**src/rtl/core/mp2r_pkg.sv**
```systemverilog
// ----------------------------------------------------------------------------
// mp2r_pkg
// Shared types, constants and helpers for the masked pixel to RGB888 converter.
// ----------------------------------------------------------------------------
package mp2r_pkg;

    // Width of a mask register and of the config data bus.
    localparam int DATA_W = 32;
    // Config address width: three registers at byte offsets 0, 4 and 8.
    localparam int ADDR_W = 4;
    // Width of the repeated-field window used by the scaler.
    localparam int ACC_W = 40;
    // Run length of a field, 0..32.
    localparam int LEN_W = 6;
    // Bit position inside a 32-bit word.
    localparam int POS_W = 5;
    // Register stages from input to output register.
    localparam int NUM_STAGES = 7;

    localparam logic [DATA_W-1:0] RED_MASK_RST   = 32'h00FF_0000;
    localparam logic [DATA_W-1:0] GREEN_MASK_RST = 32'h0000_FF00;
    localparam logic [DATA_W-1:0] BLUE_MASK_RST  = 32'h0000_00FF;

    typedef enum logic [1:0] {
        REG_RED_MASK   = 2'd0,
        REG_GREEN_MASK = 2'd1,
        REG_BLUE_MASK  = 2'd2
    } t_reg_idx;

    typedef struct packed {
        logic [DATA_W-1:0] red;
        logic [DATA_W-1:0] green;
        logic [DATA_W-1:0] blue;
    } t_mask_set;

    // Per-stage load enables, shared by every lane.
    typedef struct packed {
        logic [NUM_STAGES-1:0] en;
    } t_pipe_ctl;

    // Index of the lowest set bit; 32 when the word is zero.
    function automatic logic [LEN_W-1:0] lsb_pos(input logic [DATA_W-1:0] x);
        logic [DATA_W:0]  y;
        logic [DATA_W:0]  oh;
        logic [LEN_W-1:0] p;
        y  = {1'b1, x};
        oh = y & (~y + (DATA_W+1)'(1));
        p  = '0;
        for (int i = 0; i <= DATA_W; i++) begin
            if (oh[i]) begin
                p = p | LEN_W'(i);
            end
        end
        return p;
    endfunction

endpackage

```
**src/rtl/core/mp2r_cfg.sv**
```systemverilog
// ----------------------------------------------------------------------------
// mp2r_cfg
// APB register file holding the red, green and blue field masks.
// ----------------------------------------------------------------------------
module mp2r_cfg (
    input  logic                         i_clk,
    input  logic                         i_rst_n,
    input  logic                         psel,
    input  logic                         penable,
    input  logic                         pwrite,
    input  logic [mp2r_pkg::ADDR_W-1:0]  paddr,
    input  logic [mp2r_pkg::DATA_W-1:0]  pwdata,
    output logic [mp2r_pkg::DATA_W-1:0]  prdata,
    output logic                         pready,
    output mp2r_pkg::t_mask_set          o_masks
);

    mp2r_pkg::t_mask_set r_masks;
    mp2r_pkg::t_reg_idx  idx;
    logic                wr_en;

    assign idx    = mp2r_pkg::t_reg_idx'(paddr[mp2r_pkg::ADDR_W-1:2]);
    assign wr_en  = psel && penable && pwrite;
    assign pready = 1'b1;

    always_ff @(posedge i_clk) begin
        if (!i_rst_n) begin
            r_masks.red   <= mp2r_pkg::RED_MASK_RST;
            r_masks.green <= mp2r_pkg::GREEN_MASK_RST;
            r_masks.blue  <= mp2r_pkg::BLUE_MASK_RST;
        end else if (wr_en) begin
            case (idx)
                mp2r_pkg::REG_RED_MASK:   r_masks.red   <= pwdata;
                mp2r_pkg::REG_GREEN_MASK: r_masks.green <= pwdata;
                mp2r_pkg::REG_BLUE_MASK:  r_masks.blue  <= pwdata;
                default: ;
            endcase
        end
    end

    always_comb begin
        case (idx)
            mp2r_pkg::REG_RED_MASK:   prdata = r_masks.red;
            mp2r_pkg::REG_GREEN_MASK: prdata = r_masks.green;
            mp2r_pkg::REG_BLUE_MASK:  prdata = r_masks.blue;
            default:                  prdata = '0;
        endcase
    end

    assign o_masks = r_masks;

endmodule

```
**src/rtl/core/mp2r_ctrl.sv**
```systemverilog
// ----------------------------------------------------------------------------
// mp2r_ctrl
// Valid bits and per-stage load enables of the conversion pipeline.
// ----------------------------------------------------------------------------
module mp2r_ctrl (
    input  logic                  i_clk,
    input  logic                  i_rst_n,
    input  logic                  i_valid,
    output logic                  o_ready,
    output logic                  o_valid,
    input  logic                  i_ready,
    output mp2r_pkg::t_pipe_ctl   o_ctl
);

    localparam int N = mp2r_pkg::NUM_STAGES;

    logic [N-1:0] r_valid;
    logic [N-1:0] n_valid;
    logic [N-1:0] en;

    // A stage loads when it is empty or its successor loads too.
    always_comb begin
        en[N-1] = !r_valid[N-1] || i_ready;
        for (int k = N-2; k >= 0; k--) begin
            en[k] = !r_valid[k] || en[k+1];
        end
    end

    always_comb begin
        n_valid = r_valid;
        if (en[0]) begin
            n_valid[0] = i_valid;
        end
        for (int k = 1; k < N; k++) begin
            if (en[k]) begin
                n_valid[k] = r_valid[k-1];
            end
        end
    end

    always_ff @(posedge i_clk) begin
        if (!i_rst_n) begin
            r_valid <= '0;
        end else begin
            r_valid <= n_valid;
        end
    end

    assign o_ready   = en[0];
    assign o_valid   = r_valid[N-1];
    assign o_ctl.en  = en;

endmodule

```
**src/rtl/core/mp2r_lane.sv**
```systemverilog
// ----------------------------------------------------------------------------
// mp2r_lane
// One color channel: extract the masked field and scale it to 8 bits.
// ----------------------------------------------------------------------------
module mp2r_lane #(
    parameter int PIXEL_BITS = 32
) (
    input  logic                         i_clk,
    input  mp2r_pkg::t_pipe_ctl          i_ctl,
    input  logic [PIXEL_BITS-1:0]        i_word,
    input  logic [mp2r_pkg::DATA_W-1:0]  i_mask,
    output logic [7:0]                   o_value
);

    localparam int DW = mp2r_pkg::DATA_W;
    localparam int AW = mp2r_pkg::ACC_W;
    localparam int LW = mp2r_pkg::LEN_W;
    localparam int PW = mp2r_pkg::POS_W;

    // stage 1: find field position
    logic [PIXEL_BITS-1:0] r_word1;
    logic [DW-1:0]         r_mask1;
    logic [PW-1:0]         r_pos1;
    logic                  r_nz1;
    // stage 2: align field to bit 0
    logic [DW-1:0]         r_sw2;
    logic [DW-1:0]         r_sm2;
    logic                  r_nz2;
    // stage 3: run length and field value
    logic [LW-1:0]         r_len3;
    logic [DW-1:0]         r_val3;
    logic                  r_nz3;
    // stage 4: left-align field in the window
    logic [AW-1:0]         r_e4;
    logic [LW-1:0]         r_len4;
    logic                  r_nz4;
    // stage 5/6: repeat the field through the window
    logic [AW-1:0]         r_t5;
    logic [DW-1:0]         r_a5;
    logic [LW-1:0]         r_len5;
    logic                  r_nz5;
    logic [AW-1:0]         r_t6;
    logic [DW-1:0]         r_a6;
    logic [LW-1:0]         r_len6;
    logic                  r_nz6;
    // stage 7: output
    logic [7:0]            r_res7;

    logic [LW-1:0] n_pos1;
    logic [DW-1:0] n_run3;
    logic [AW-1:0] n_e4;
    logic [AW-1:0] n_t1;
    logic [AW-1:0] n_t2;
    logic [AW-1:0] n_t3;
    logic [AW-1:0] n_t4;
    logic [DW-1:0] n_win7;
    logic [DW-1:0] n_him7;
    logic [7:0]    n_top7;
    logic [7:0]    n_res7;

    assign n_pos1 = mp2r_pkg::lsb_pos(i_mask);
    assign n_run3 = r_sm2 & ~(r_sm2 + DW'(1));
    assign n_e4   = AW'(r_val3) << (LW'(AW) - r_len3);
    assign n_t1   = r_e4 | (r_e4 >> r_len4);
    assign n_t2   = n_t1 | (n_t1 >> {r_len4, 1'b0});
    assign n_t3   = r_t5 | (r_t5 >> {r_len5, 2'b00});
    assign n_t4   = n_t3 | (n_t3 >> {r_len5, 3'b000});

    // The field value over 2^len-1 repeats the field forever; the top byte
    // of that pattern, less one when the following window is below the
    // field itself, is the scaled result.
    assign n_him7 = ~DW'(0) << (LW'(DW) - r_len6);
    assign n_win7 = r_t6[DW-1:0] & n_him7;
    assign n_top7 = r_t6[AW-1:DW];

    always_comb begin
        if (!r_nz6) begin
            n_res7 = '0;
        end else if (n_win7 >= r_a6) begin
            n_res7 = n_top7;
        end else begin
            n_res7 = n_top7 - 8'd1;
        end
    end

    always_ff @(posedge i_clk) begin
        if (i_ctl.en[0]) begin
            r_word1 <= i_word;
            r_mask1 <= i_mask;
            r_pos1  <= n_pos1[PW-1:0];
            r_nz1   <= |i_mask;
        end
        if (i_ctl.en[1]) begin
            r_sw2 <= DW'(r_word1) >> r_pos1;
            r_sm2 <= r_mask1 >> r_pos1;
            r_nz2 <= r_nz1;
        end
        if (i_ctl.en[2]) begin
            r_len3 <= mp2r_pkg::lsb_pos(~r_sm2);
            r_val3 <= r_sw2 & n_run3;
            r_nz3  <= r_nz2;
        end
        if (i_ctl.en[3]) begin
            r_e4   <= n_e4;
            r_len4 <= r_len3;
            r_nz4  <= r_nz3;
        end
        if (i_ctl.en[4]) begin
            r_t5   <= n_t2;
            r_a5   <= r_e4[AW-1:AW-DW];
            r_len5 <= r_len4;
            r_nz5  <= r_nz4;
        end
        if (i_ctl.en[5]) begin
            r_t6   <= n_t4;
            r_a6   <= r_a5;
            r_len6 <= r_len5;
            r_nz6  <= r_nz5;
        end
        if (i_ctl.en[6]) begin
            r_res7 <= n_res7;
        end
    end

    assign o_value = r_res7;

endmodule

```
**src/rtl/core/mask_pixel_to_rgb888.sv**
```systemverilog
// ----------------------------------------------------------------------------
// mask_pixel_to_rgb888
// Convert a packed pixel word to 8-bit red, green and blue using per-channel
// field masks.
// ----------------------------------------------------------------------------
//  port group   | direction | handshake              | payload
//  -------------+-----------+------------------------+------------------------
//  pixel in     | in        | i_valid / o_ready      | i_pixel[31:0]
//  color out    | out       | o_valid / i_ready      | o_red, o_green, o_blue
//  config       | in/out    | APB, pready tied high  | paddr, pwdata, prdata
//
//  Throughput: one pixel per clock while the output is not stalled; o_valid rises
//  once a pixel has passed the seven register stages of each channel lane.
//  Reset (synchronous, i_rst_n low) empties the pipeline and loads the masks
//  with the RGB888 layout 0x00FF0000 / 0x0000FF00 / 0x000000FF.
//  A stall at the output holds only the stages that are full; empty stages
//  keep filling, so nothing is dropped or repeated.
//  Write masks only while no request is in flight.
// ----------------------------------------------------------------------------
module mask_pixel_to_rgb888 #(
    parameter int PIXEL_BITS = 32
) (
    input  logic                         i_clk,
    input  logic                         i_rst_n,
    // pixel request
    input  logic                         i_valid,
    output logic                         o_ready,
    input  logic [31:0]                  i_pixel,
    // color result
    output logic                         o_valid,
    input  logic                         i_ready,
    output logic [7:0]                   o_red,
    output logic [7:0]                   o_green,
    output logic [7:0]                   o_blue,
    // configuration
    input  logic                         psel,
    input  logic                         penable,
    input  logic                         pwrite,
    input  logic [mp2r_pkg::ADDR_W-1:0]  paddr,
    input  logic [mp2r_pkg::DATA_W-1:0]  pwdata,
    output logic [mp2r_pkg::DATA_W-1:0]  prdata,
    output logic                         pready
);

    mp2r_pkg::t_mask_set  masks;
    mp2r_pkg::t_pipe_ctl  ctl;
    logic [PIXEL_BITS-1:0] word;

    // Drop pixel bits above the configured word width.
    assign word = i_pixel[PIXEL_BITS-1:0];

    // Mask registers; the user must keep them static while requests are in flight
    // (the block does not enforce it); the lanes read them directly at the input stage.
    mp2r_cfg u_cfg (
        .i_clk   (i_clk),
        .i_rst_n (i_rst_n),
        .psel    (psel),
        .penable (penable),
        .pwrite  (pwrite),
        .paddr   (paddr),
        .pwdata  (pwdata),
        .prdata  (prdata),
        .pready  (pready),
        .o_masks (masks)
    );

    // Advance valid bits and generate per-stage load enables.
    mp2r_ctrl u_ctrl (
        .i_clk   (i_clk),
        .i_rst_n (i_rst_n),
        .i_valid (i_valid),
        .o_ready (o_ready),
        .o_valid (o_valid),
        .i_ready (i_ready),
        .o_ctl   (ctl)
    );

    // One datapath lane per color; all three move in lock step.
    mp2r_lane #(.PIXEL_BITS(PIXEL_BITS)) u_lane_red (
        .i_clk   (i_clk),
        .i_ctl   (ctl),
        .i_word  (word),
        .i_mask  (masks.red),
        .o_value (o_red)
    );

    mp2r_lane #(.PIXEL_BITS(PIXEL_BITS)) u_lane_green (
        .i_clk   (i_clk),
        .i_ctl   (ctl),
        .i_word  (word),
        .i_mask  (masks.green),
        .o_value (o_green)
    );

    mp2r_lane #(.PIXEL_BITS(PIXEL_BITS)) u_lane_blue (
        .i_clk   (i_clk),
        .i_ctl   (ctl),
        .i_word  (word),
        .i_mask  (masks.blue),
        .o_value (o_blue)
    );

endmodule

```
**config.mk**
```make
export PLATFORM = sky130hd
export DESIGN_NAME = mask_pixel_to_rgb888
export DESIGN_NICKNAME = d
export VERILOG_FILES = /design/src/rtl/core/mp2r_pkg.sv /design/src/rtl/core/mp2r_cfg.sv /design/src/rtl/core/mp2r_ctrl.sv /design/src/rtl/core/mp2r_lane.sv /design/src/rtl/core/mask_pixel_to_rgb888.sv
export SDC_FILE = /design/constraint.sdc
export NUM_CORES = 2
export LEC_CHECK = 0
export BUFFER_PORTS_ARGS = -buffer_cell sky130_fd_sc_hd__buf_2
export CORE_ASPECT_RATIO = 1.25
export CORE_MARGIN = 4
export CORE_UTILIZATION = 57
export CTS_CLUSTER_DIAMETER = 120
export DETAILED_ROUTE_END_ITERATION = 10
export GPL_TIMING_DRIVEN = 1
export PLACE_DENSITY = 0.8
export SLEW_MARGIN = 20
export SYNTH_ARGS = -nofsm -noshare
export SYNTH_HDL_FRONTEND = slang
export SYNTH_SLANG_ARGS = --single-unit
```
**constraint.sdc**
```tcl
create_clock -name i_clk -period 6.8 [get_ports i_clk]
set_input_delay 1.36 -clock i_clk [delete_from_list [all_inputs] [get_ports i_clk]]
set_output_delay 1.36 -clock i_clk [all_outputs]
set_load 0.05 [all_outputs]
```
==> summary.md <==
| Metric | Value |
|---|---|
| WL final | `about 260 mm` |
| Gate power share | `46.3%` |
| Synth top area cells | `edfxtp_1 (40%), mux4_2 (7.5%), mux2i_1 (6.9%), nand2_1 (5.3%), nor2_1 (3.7%)` |
| I/O Buffers | `130` |
| Clock Sinks | `1200` |
| Yosys top cell by area | `edfxtp_1` |
| CTS tree | `yes` |
| Int Pwr | `~0.02 W` |
| Synth Flop Type | `edfxtp_1` |
| Number of max-cap violations | `0` |
| Crit share post-route | `between 70% and 80%` |
| Initial DRC count | `7916` |
| Drt drc | `0` |
| Via/cell ratio | `6.71` |
| Worst-skew pair later-pin latency | `0.76 ns` |
| Clock network fraction of total power | `19.6%` |
| Hold buffers post-CTS | `0` |
| Die W | `347 microns` |
| Worst r2r src | `u_lane_blue.r_len6[0]` |
| # rows | `155` |
| Most frequent cell after synthesis | `nand2_1` |
| CTS buffer count | `118` |
| Cts repair resizes | `0` |
| Synth top area share | `40.1%` |
| CP startpoint kind | `flip-flop` |
| Estimated wirelength of the detail-placed design | `189 mm` |
| GRT Util Overall | `33.6%` |
| # Post-CTS Setup Buffers | `0` |
| Post-route cell area | `0.0877 sq mm` |
| Height of the chip | `432 microns` |
| Setup crit start | `u_lane_blue.r_len6[0]` |
| Finished Core Util | `61.4%` |
| GPL Wtd Cong | `slightly above 1` |
| P&R area growth vs syn | `6.84%` |
| RSZ-0062 raised after global routing | `false` |
| Mapped Cells | `about 8500` |
| H-Tree Depth | `3` |
| Mapped Area | `0.0821 sq mm` |
| VDD IR max | `0.000287 V` |
| Part of the power in registers | `34.1%` |
| Pin count of the biggest net entering global routing | `148` |
| R2R Path End | `u_lane_blue.o_value[7]` |
| CTS Buffer Depth | `3` |
| Switching share of power | `about 42%` |
| Antenna viol nets, final | `0` |
| Worst Hold Class | `reg2reg` |
| P_leak | `between 30 and 40 nW` |
| Vias | `68400` |
| Critical path class | `reg2reg` |
| Flop-to-flop setup slack | `1.60 ns` |
| Final Skew | `roughly 0.034 ns` |
| Sw power | `0.0144 W` |
| Max-slew headroom | `22.6%` |
| Avg Inst Size Synth | `9.66 sq um` |
| Met3 Track Usage GR | `under 10%` |
| Reg2reg path depth | `17` |
| GRT Residual Overflow | `0` |
| Core area | `0.143 sq mm` |
| Final setup viols | `0` |
| I/O pin count | `134` |
| Worst Path Max Fanout | `8` |
| Max Clock Freq | `192 MHz` |
| Post-synth EDFFs | `1097` |
| Final Hold Viols | `0` |
| Post-synthesis net count | `8680` |
| Drt first pass iters | `8` |
| PwrDens | `about 400 mW/mm^2` |
| Min-Delay Path Depth | `0` |
| Final nets | `8386` |
| Post-synth cell types | `103` |
| Final Critical Period | `about 5.2 ns` |
| Post-synthesis async set-or-reset flop share | `0%` |
| Worst slew pin tran | `roughly 1.2 ns` |
| Number of global-route vias before repair | `~65000` |
| Initial Utilization | `a little under three fifths` |
| Most used routing layer | `met2` |
| Crit. End Element | `flip-flop` |
| First-pass GRT wire length | `394 mm` |
| Number of synthesized register bits | `1200` |
| Initial antenna violation count | `17` |
| Setup TNS Final | `0 ns` |
| GRT met1 Usage | `~42%` |
| Hold Path Origin | `u_lane_blue.r_a5[8]` |
| Hold Path End | `u_lane_blue.r_a6[8]` |
| Routed WL per cell | `25.5 microns` |
| Worst EP required | `7.29 ns` |
| Dpl cell area | `0.0836 sq mm` |
| Status | `completed` |
| Clk root buf | `clkbuf_16` |
| Worst hold slack | `0.395 ns` |
| Met2 GRT Util | `54.9%` |
| Die ar. | `0.150 sq mm` |
| Most common library cells after synthesis | `nand2_1 (1158), edfxtp_1 (1097), nor2_1 (818)` |
| CTS clk-pin slew, worst paths | `approximately 0.06 ns` |
| Fraction of layout cells with a size suffix above 1 | `12.5%` |
| Crit path arrival time | `5.68 ns` |
| Yosys warns | `0` |
| Sequential cell area fraction in the yosys report | `42.6%` |
| Slew Viols, Final | `0` |
placed cells by master, fill, tap and decap left out, types with 48 or more instances in the layout:
master | Yosys | routed
a31oi_1 | 93 | 93
mux2i_1 | 568 | 568
a21oi_1 | 585 | 585
mux2_2 | 191 | 191
clkbuf_16 | 0 | 123
nand2_1 | 1158 | 1154
mux4_2 | 272 | 272
dfxtp_1 | 103 | 103
a21o_1 | 120 | 120
a21boi_0 | 79 | 79
nand4_1 | 51 | 51
and2_1 | 94 | 94
o211ai_1 | 101 | 101
inv_1 | 231 | 227
a22oi_1 | 48 | 48
nor4_1 | 51 | 48
and3_1 | 106 | 106
buf_2 | 78 | 130
edfxtp_1 | 1097 | 1097
nand2b_1 | 68 | 68
nor2_1 | 818 | 816
o22ai_1 | 100 | 100
o21ai_0 | 563 | 563
buf_4 | 14 | 135
nor3_1 | 139 | 137
nand3_1 | 136 | 136
a211oi_1 | 155 | 155
nor2b_1 | 107 | 105
ha_1 | 111 | 111
registers in the layout (all words and copies together) (netlist names), 40 cells and up:
name	count
u_lane_green.r_t6	40
u_lane_blue.r_e4	40
u_cfg.o_masks	96
u_lane_red.r_t6	40
u_lane_green.r_t5	40
u_lane_blue.r_t5	40
u_lane_red.r_e4	40
u_lane_blue.r_t6	40
u_lane_green.r_e4	40
u_lane_red.r_t5	40
power groups by stage:
stage | logic (W) | clock network [W] | registers, W
2_1_floorplan | 0.0118 | 0 | 0.0109
3_3_place_gp | 0.0152 | 0 | 0.0117
3_5_place_dp | 0.0154 | 0 | 0.0118
4_1_cts | 0.0155 | 0.00682 | 0.0116
5_1_grt | 0.0172 | 0.00713 | 0.0118
6_report | 0.0159 | 0.00672 | 0.0117
worst max-delay path: stages (launching register included):
cell and delay (ns):
edfxtp_1 0.42, inv_1 0.12, ha_1 0.23, nor3b_1 0.36
xor2_1 0.53, nand2_1 0.30, nor2_1 0.18, and3_1 0.19
ha_1 0.25, a21o_1 0.18, a21oi_1 0.15, nor2b_1 0.06
o21ai_0 0.16, o211ai_1 0.14, a2111o_1 0.50, a2111oi_1 0.82
a21oi_1 0.14, o21a_1 0.22
stage by stage:
step                instances  setup slack (ns)  total power (W)
CTS                     10200              1.50           0.0339
global route            10200              1.17           0.0361
detailed placement       9964              1.55           0.0272
floorplan                8494           -0.0116           0.0227
global placement         9964              1.66           0.0269
finish                  10200              1.60           0.0343
cell type report:
class	instances	area (sq um)
Multi-Input combinational cell	6359	43500
Fill cell	11700	55200
Timing Repair Buffer	272	1800
Clock buffer	142	3190
Tap cell	1884	2360
Sequential cell	1200	35000
Inverter	249	948
Antenna cell	13	32.5
Clock inverter	81	856
how the worst max path moves through the flow:
stage / end / slack, ns / depth (start not counted)
finish: u_lane_blue.o_value[7] / 1.60 / 17
global placement: u_lane_blue.o_value[6] / 1.66 / 17
global route: u_lane_blue.o_value[6] / 1.17 / 17
CTS: u_lane_blue.o_value[7] / 1.50 / 17
detailed placement: u_lane_blue.o_value[7] / 1.55 / 17
floorplan: o_ready / -0.01 / 5
layer usage:
metal / routed length [microns] / vias up / part of all wire, %
met2: 122000 / 3636 / 47
met4: 19800 / 8 / 7.6
met1: 97200 / 32600 / 37
met5: 55 / - / 0.021
li1: - / 31200 / -
met3: 20700 / 900 / 8.0
logic make-up after synthesis:
logic type | Yosys count | synth area share, %
AND/OR/NAND/NOR | 2869 | 15.6
AO/OA/AOI/OAI | 2292 | 17.8
flip-flops | 1200 | 42.6
multiplexers | 1040 | 17.1
buffers and inverters | 935 | 4.61
adder cells (fa/ha/maj) | 111 | 1.69
XOR/XNOR | 46 | 0.491
other | 1 | 0.00457
No activity file was read; power rests on OpenSTA's default activity.
